--- src/ddnc_pkg.sv ---
// ----------------------------------------------------------------------------
// ddnc_pkg: shared types and constants of the day number converter
// Sequencer states, calendar constants and the month length lookup.
// ----------------------------------------------------------------------------
package ddnc_pkg;

  localparam int unsigned DayNumberW = 17;
  localparam int unsigned DayW       = 5;
  localparam int unsigned MonthW     = 4;
  localparam int unsigned YearW      = 12;
  localparam int unsigned LenW       = 9;

  localparam logic [YearW-1:0]      BaseYear     = 12'd1900;
  localparam logic [DayNumberW-1:0] DayNumberMax = 17'd131071;
  localparam logic [LenW-1:0]       DaysYear     = 9'd365;
  localparam logic [LenW-1:0]       DaysLeapYear = 9'd366;
  localparam logic [MonthW-1:0]     MonthFirst   = 4'd1;
  localparam logic [MonthW-1:0]     MonthLast    = 4'd12;
  localparam logic [8:0]            Mod400Base   = 9'd300;  // 1900 mod 400
  localparam logic [6:0]            Mod100Last   = 7'd99;
  localparam logic [8:0]            Mod400Last   = 9'd399;

  localparam logic ActEncode = 1'b0;
  localparam logic ActDecode = 1'b1;

  typedef enum logic [3:0] {
    StIdle   = 4'b0001,
    StYears  = 4'b0010,
    StMonths = 4'b0100,
    StFinish = 4'b1000
  } state_e;

  function automatic logic [DayW-1:0] days_in_month(logic [MonthW-1:0] m, logic leap);
    logic [DayW-1:0] len;
    case (m) inside
      4'd2:                   len = leap ? 5'd29 : 5'd28;
      4'd4, 4'd6, 4'd9, 4'd11: len = 5'd30;
      default:                len = 5'd31;
    endcase
    return len;
  endfunction

endpackage

--- src/date_day_number_converter.sv ---
// ----------------------------------------------------------------------------
// date_day_number_converter
// Converts between a day number (1 Jan 1900 is day 1) and a Gregorian date.
// ----------------------------------------------------------------------------
// One request at a time: with action 0 the date is encoded by adding whole
// years from 1900, whole months of the target year and then the day; with
// action 1 the day number is decoded by subtracting whole years and then whole
// months, each compared against its true length. A single add/subtract and
// compare unit does one year or one month per cycle. A request rejected at
// entry skips the year and month steps and goes straight to the finish state.
// Leap years are tracked with running mod 4/100/400 counters. The result sits
// in an output register, so a new request is taken while the previous result
// waits. Out-of-range years, months, day number zero, day numbers past the last
// supported year and encoded sums above 131071 flag range_error with all numeric
// outputs zero.
module date_day_number_converter #(
  parameter int unsigned YEAR_SPAN = 256
) (
  input  logic                              clk_i,
  input  logic                              rst_ni,
  input  logic                              in_valid_i,
  output logic                              in_ready_o,
  input  logic                              action_i,
  input  logic [ddnc_pkg::DayNumberW-1:0]   day_number_i,
  input  logic [ddnc_pkg::DayW-1:0]         in_day_i,
  input  logic [ddnc_pkg::MonthW-1:0]       in_month_i,
  input  logic [ddnc_pkg::YearW-1:0]        in_year_i,
  output logic                              out_valid_o,
  input  logic                              out_ready_i,
  output logic [ddnc_pkg::DayNumberW-1:0]   out_day_number_o,
  output logic [ddnc_pkg::DayW-1:0]         out_day_o,
  output logic [ddnc_pkg::MonthW-1:0]       out_month_o,
  output logic [ddnc_pkg::YearW-1:0]        out_year_o,
  output logic                              range_error_o
);
  import ddnc_pkg::*;

  localparam int unsigned EncMax = YEAR_SPAN * 366 + 366;
  localparam int unsigned AccW   = (EncMax > 131071) ? $clog2(EncMax + 1) : DayNumberW;
  localparam logic [YearW-1:0] LastYear = YearW'(1900 + YEAR_SPAN - 1);

  state_e              state_q, state_d;
  logic                action_q, action_d;
  logic [AccW-1:0]     acc_q, acc_d;
  logic [YearW-1:0]    y_q, y_d, year_q, year_d;
  logic [MonthW-1:0]   m_q, m_d, month_q, month_d;
  logic [DayW-1:0]     day_q, day_d;
  logic [1:0]          mod4_q, mod4_d;
  logic [6:0]          mod100_q, mod100_d;
  logic [8:0]          mod400_q, mod400_d;
  logic                err_q, err_d;

  logic                    out_valid_q, out_valid_d;
  logic [DayNumberW-1:0]   out_dn_q, out_dn_d;
  logic [DayW-1:0]         out_day_q, out_day_d;
  logic [MonthW-1:0]       out_month_q, out_month_d;
  logic [YearW-1:0]        out_year_q, out_year_d;
  logic                    out_err_q, out_err_d;

  // shared add/subtract and compare unit
  logic                leap;
  logic [LenW-1:0]     year_len;
  logic [LenW-1:0]     month_len;
  logic [LenW-1:0]     opnd;
  logic                sub;
  logic [AccW-1:0]     alu_res;
  logic                acc_gt;

  assign leap      = (mod4_q == 2'd0) && !((mod100_q == 7'd0) && (mod400_q != 9'd0));
  assign year_len  = leap ? DaysLeapYear : DaysYear;
  assign month_len = LenW'(days_in_month(m_q, leap));
  assign alu_res   = sub ? (acc_q - AccW'(opnd)) : (acc_q + AccW'(opnd));
  assign acc_gt    = acc_q > AccW'(opnd);

  assign in_ready_o = (state_q == StIdle);

  always_comb begin
    state_d     = state_q;
    action_d    = action_q;
    acc_d       = acc_q;
    y_d         = y_q;
    m_d         = m_q;
    year_d      = year_q;
    month_d     = month_q;
    day_d       = day_q;
    mod4_d      = mod4_q;
    mod100_d    = mod100_q;
    mod400_d    = mod400_q;
    err_d       = err_q;
    out_valid_d = out_valid_q && !out_ready_i;
    out_dn_d    = out_dn_q;
    out_day_d   = out_day_q;
    out_month_d = out_month_q;
    out_year_d  = out_year_q;
    out_err_d   = out_err_q;
    opnd        = year_len;
    sub         = (action_q == ActDecode);

    case (state_q)
      StIdle: begin
        if (in_valid_i) begin
          action_d = action_i;
          year_d   = in_year_i;
          month_d  = in_month_i;
          day_d    = in_day_i;
          y_d      = BaseYear;
          m_d      = MonthFirst;
          mod4_d   = 2'd0;
          mod100_d = 7'd0;
          mod400_d = Mod400Base;
          if (action_i == ActDecode) begin
            acc_d   = AccW'(day_number_i);
            err_d   = (day_number_i == '0);
          end else begin
            acc_d   = '0;
            err_d   = (in_year_i < BaseYear) || (in_year_i > LastYear) ||
                      (in_month_i < MonthFirst) || (in_month_i > MonthLast);
          end
          state_d = err_d ? StFinish : StYears;
        end
      end
      StYears: begin
        opnd = year_len;
        if (action_q == ActEncode) begin
          if (y_q == year_q) begin
            state_d = StMonths;
          end else begin
            acc_d = alu_res;
          end
        end else if (y_q > LastYear) begin
          err_d   = 1'b1;
          state_d = StFinish;
        end else if (!acc_gt) begin
          state_d = StMonths;
        end else begin
          acc_d = alu_res;
        end
        // advance the year and its leap counters
        if ((state_d == StYears) && (state_q == StYears)) begin
          y_d      = y_q + 1'b1;
          mod4_d   = mod4_q + 1'b1;
          mod100_d = (mod100_q == Mod100Last) ? 7'd0 : mod100_q + 1'b1;
          mod400_d = (mod400_q == Mod400Last) ? 9'd0 : mod400_q + 1'b1;
        end
      end
      StMonths: begin
        if (action_q == ActEncode) begin
          if (m_q == month_q) begin
            opnd    = LenW'(day_q);
            acc_d   = alu_res;
            state_d = StFinish;
          end else begin
            opnd  = month_len;
            acc_d = alu_res;
            m_d   = m_q + 1'b1;
          end
        end else begin
          opnd = month_len;
          if (acc_gt) begin
            acc_d = alu_res;
            m_d   = m_q + 1'b1;
          end else begin
            state_d = StFinish;
          end
        end
      end
      StFinish: begin
        // hold until the output register is free
        if (!out_valid_q || out_ready_i) begin
          out_valid_d = 1'b1;
          out_dn_d    = '0;
          out_day_d   = '0;
          out_month_d = '0;
          out_year_d  = '0;
          out_err_d   = err_q;
          if (action_q == ActEncode) begin
            if (!err_q && (acc_q > AccW'(DayNumberMax))) begin
              out_err_d = 1'b1;
            end else if (!err_q) begin
              out_dn_d = acc_q[DayNumberW-1:0];
            end
          end else if (!err_q) begin
            out_day_d   = acc_q[DayW-1:0];
            out_month_d = m_q;
            out_year_d  = y_q;
          end
          state_d = StIdle;
        end
      end
      default: state_d = StIdle;
    endcase
  end

  always_ff @(posedge clk_i or negedge rst_ni) begin
    if (!rst_ni) begin
      state_q     <= StIdle;
      out_valid_q <= 1'b0;
    end else begin
      state_q     <= state_d;
      out_valid_q <= out_valid_d;
    end
  end

  always_ff @(posedge clk_i) begin
    action_q    <= action_d;
    acc_q       <= acc_d;
    y_q         <= y_d;
    m_q         <= m_d;
    year_q      <= year_d;
    month_q     <= month_d;
    day_q       <= day_d;
    mod4_q      <= mod4_d;
    mod100_q    <= mod100_d;
    mod400_q    <= mod400_d;
    err_q       <= err_d;
    out_dn_q    <= out_dn_d;
    out_day_q   <= out_day_d;
    out_month_q <= out_month_d;
    out_year_q  <= out_year_d;
    out_err_q   <= out_err_d;
  end

  assign out_valid_o      = out_valid_q;
  assign out_day_number_o = out_dn_q;
  assign out_day_o        = out_day_q;
  assign out_month_o      = out_month_q;
  assign out_year_o       = out_year_q;
  assign range_error_o    = out_err_q;

`ifndef SYNTHESIS
  a_busy_after_accept: assert property (@(posedge clk_i) disable iff (!rst_ni)
    in_valid_i && in_ready_o |=> !in_ready_o)
    else $error("converter stayed ready after taking a request");

  a_month_in_range: assert property (@(posedge clk_i) disable iff (!rst_ni)
    state_q == StMonths |-> (m_q >= MonthFirst) && (m_q <= MonthLast))
    else $error("month counter left 1..12");

  a_year_bound: assert property (@(posedge clk_i) disable iff (!rst_ni)
    state_q == StYears |-> y_q <= LastYear + 1'b1)
    else $error("year counter ran past the supported span");

  a_error_zeroes: assert property (@(posedge clk_i) disable iff (!rst_ni)
    out_valid_o && range_error_o |-> (out_day_number_o == '0) && (out_day_o == '0) &&
      (out_month_o == '0) && (out_year_o == '0))
    else $error("range error with nonzero result fields");
`endif

endmodule

--- config.mk ---
export PLATFORM = sky130hd
export DESIGN_NAME = date_day_number_converter
export DESIGN_NICKNAME = d
export VERILOG_FILES = /design/src/ddnc_pkg.sv /design/src/date_day_number_converter.sv
export SDC_FILE = /design/constraint.sdc
export NUM_CORES = 1
export LEC_CHECK = 0
export ABC_AREA = 0
export BUFFER_PORTS_ARGS = -buffer_cell sky130_fd_sc_hd__buf_2
export CORE_MARGIN = 4
export CORE_UTILIZATION = 35
export DETAILED_ROUTE_END_ITERATION = 10
export HOLD_SLACK_MARGIN = 0.02
export SLEW_MARGIN = 20
export SYNTH_ARGS = -nofsm -noshare
export SYNTH_HDL_FRONTEND = slang
export SYNTH_SLANG_ARGS = --single-unit
--- constraint.sdc ---
create_clock -name clk_i -period 4.6 [get_ports clk_i]
set_input_delay 1.38 -clock clk_i [delete_from_list [all_inputs] [get_ports clk_i]]
set_output_delay 1.38 -clock clk_i [all_outputs]
set_load 0.02 [all_outputs]
==> results_dict.tcl <==
set metrics [dict create \
    worstHoldPathType "register to register" \
    worstSetupStartpointType "register" \
    syn_area_per_cell_sq_um 11.07 \
    clock_latency_ps 420 \
    ys.flop_type "edfxtp_1" \
    synth_top_area_share_pct 52.48 \
    fp.dieArea_sq_um 20710 \
    slowest_delay_ps 490 \
    dr_total_vias 4764 \
    cpLargestDelayFamily "simple AND/OR/NAND/NOR gates" \
    path_buf_inv 2 \
    maxCapViolCount 0 \
    synth_warnings 0 \
    period_minus_slack_ps 4157 \
    cts_buffer_depth 2 \
    status "completed" \
    syn_nets 657 \
    synth_cells 584 \
    hold_viol_final 0 \
    drive_above_1_share_pct 19.33 \
    setup_tns_ps 0 \
    p_leak_nw 2.971 \
    crit_path_end_kind "register" \
    wire_per_inst_microns 17.06 \
    core_area_sq_um 18090 \
    yosysTopAreaCell "edfxtp_1" \
    synth-edff-count 113 \
    fin_skew_ps 8.126 \
    synthDistinctLibCells 56 \
    final_common_cell "edfxtp_1" \
    die_height_microns 143.9 \
    cts_buffers 17 \
    finalPower_mw 4.633 \
    cts_resized 0 \
    drt_iter0_markers 422 \
    initial_utilization_pct 35.75 \
    slew_viol_final 0 \
    postCtsHoldBufs 0 \
    ir_drop_mv 0.3050 \
    dr.pass1.iters 5 \
    ys_seq_area_share_pct 54.43 \
    io_pins 84 \
    path_clk_slew_ps 50 \
    async_flop_share_pct 4.237 \
    cp.arrival_ps 4250 \
    critPathKind "register to register" \
    clock_tree.root_cell "clkbuf_16" \
    dp_hpwl_microns 11540 \
    layout.cells.most_common_list "edfxtp_1 (113), buf_2 (83), nor2_1 (42)" \
    setup_viol 0 \
    grt_pass1_wl_microns 25310 \
    drc_errors 0 \
    die_x_microns 143.9 \
    synthTopCellsByArea "edfxtp_1 (52%), ha_1 (5.4%), xnor2_1 (4.5%), and2_1 (3.5%), nand3_1 (2.9%)" \
    grtUsageTotal_pct 15.61 \
    area.growth.synth_to_final_pct 19.14 \
    rows 49 \
    insertedDiodeCount 0 \
    worstPathRequired_ps 4690 \
    path_max_fanout 17 \
    crit_chain "nor2_1, nand2_1, inv_1, o21ai_0, ha_1, nor3b_1, nor2b_1, o21ai_0, a21oi_1, nor3_1, a311oi_2, buf_4" \
    wirelength_microns 15560 \
    vias_per_cell 5.224 \
    port_buffers 83 \
    power.density_nw_per_um2 601.3 \
    syn-cell-area_sq_um 6466 \
    antenna_found_initial 0 \
    gp_congestion 0.8790 \
    cp_slowest_cell "ha_1" \
    tritoncts "done" \
    fin_crit_sh_pct 90.37 \
    grt_overflow 0 \
    slew-limit-headroom_pct 40.32 \
    ant_nets 0 \
    tightest_slew_ps 894.2 \
    grt_pass1_vias 4859 \
    htreeDepth 4 \
    nNetsFinal 746 \
    clkSinkCount 118 \
    grt_setup_unrepaired "no" \
    post-cts-setup-buffers 0 \
    grt_max_degree 36 \
    fmax_ghz 0.2406 \
    synth_seq_cells 118 \
    crit_top_cell "o21ai_0" \
]
==> kinds of logic (layout without fill, tap and decap cells) <==
kind of cell    after synthesis  count (layout)  share of synthesized area, %
mux                           8               8                         1.238
flops                       118             118                         54.43
compound gates               94              94                         9.094
buf+inv                      43             142                         2.496
simple gates                243             243                         20.20
xor+xnor                     48              48                         6.502
fa+ha+maj                    30              30                         6.037
==> cells in the mapped netlist, types with 3 or more instances <==
master,n
nand2_1,35
nand3b_1,5
inv_1,23
and2_1,36
nor3_1,15
ha_1,28
a31oi_1,5
nor4_1,9
o211ai_1,6
a41oi_1,3
and3_1,17
o22ai_1,5
o31ai_1,3
nand3_1,38
or3_1,7
xor2_1,15
edfxtp_1,113
nor2_1,42
clkbuf_1,19
nand4_1,5
mux2i_1,8
nor2b_1,9
o21a_1,5
dfrtp_1,4
xnor2_1,33
nand2b_1,7
o311ai_0,4
a21oi_1,21
o21ai_0,28
==> state kept, by name (all words and copies together), names as in the netlist, 5 cells and up <==
register,cells
mod100_q,7
out_year_o,12
out_day_number_o,17
out_day_o,5
mod400_q,9
year_q,12
acc_q,17
day_q,5
y_q,12
==> cell type report <==
cell class                 count  area [sq um]
timing repair buffer          90         467.9
multi-input combinational    423          2803
fill                        1703         10380
sequential                   118          3520
inverter                      23         86.33
clock buffer                  17         425.4
clock inverter                12         115.1
tap                          229         286.5
==> path summary, 6_finish.rpt <==
path | cells past startpoint | slack, ps | from | endpoint
setup reg to reg | 12 | 440 | state_q[3] | acc_q[3]
max in group asynchronous | 1 | 3620 | rst_ni | state_q[0]
min in group asynchronous | 1 | 770 | rst_ni | out_valid_o
hold / removal | 1 | 560 | mod4_q[0] | mod4_q[0]
hold reg to reg | 1 | 560 | mod4_q[0] | mod4_q[0]
setup / recovery | 12 | 440 | state_q[3] | acc_q[3]
==> worst reg2reg max path: cells and delay by family, from the launching register on <==
kind                       cells  cell delay (ps)
DFF                            1              390
adders and majority gates      1              490
and+or+nand+nor                5             1270
buffers and inverters          2              610
AOI/OAI and AO/OA              4             1070
==> where the power goes <==
group | internal [mW] | switching, mW | leakage (nW) | total (mW)
clock network | 0.775 | 0.456 | 0.263 | 1.23
logic | 0.602 | 0.945 | 1.61 | 1.55
registers | 1.59 | 0.268 | 1.10 | 1.85
total | 2.96 | 1.67 | 2.97 | 4.63
==> metrics by stage <==
| stage | hold WS, ps | util (%) | instance area, sq um | cells | setup slack [ps] |
|---|---|---|---|---|---|
| 2_1_floorplan | 530.7 | - | 6466 | 584 | 13.44 |
| 3_3_place_gp | 547.3 | 39.61 | 7163 | 883 | 520.5 |
| 3_5_place_dp | 557.2 | 39.61 | 7163 | 883 | 469.8 |
| 4_1_cts | 564.3 | 42.59 | 7704 | 912 | 419.5 |
| 5_1_grt | 592.8 | 42.59 | 7704 | 912 | 53.42 |
| 6_report | 559.8 | 42.59 | 7704 | 912 | 443.1 |
==> layer usage <==
layer	global-route usage (%)	share of wire (%)	up-vias
met2	24.20	46	131
met4	5.451	1.5	0
li1	-	-	2317
met3	4.226	6.3	17
met1	21.14	47	2299
met5	0	0	-
Note: power is estimated with default switching activity, not from simulation.
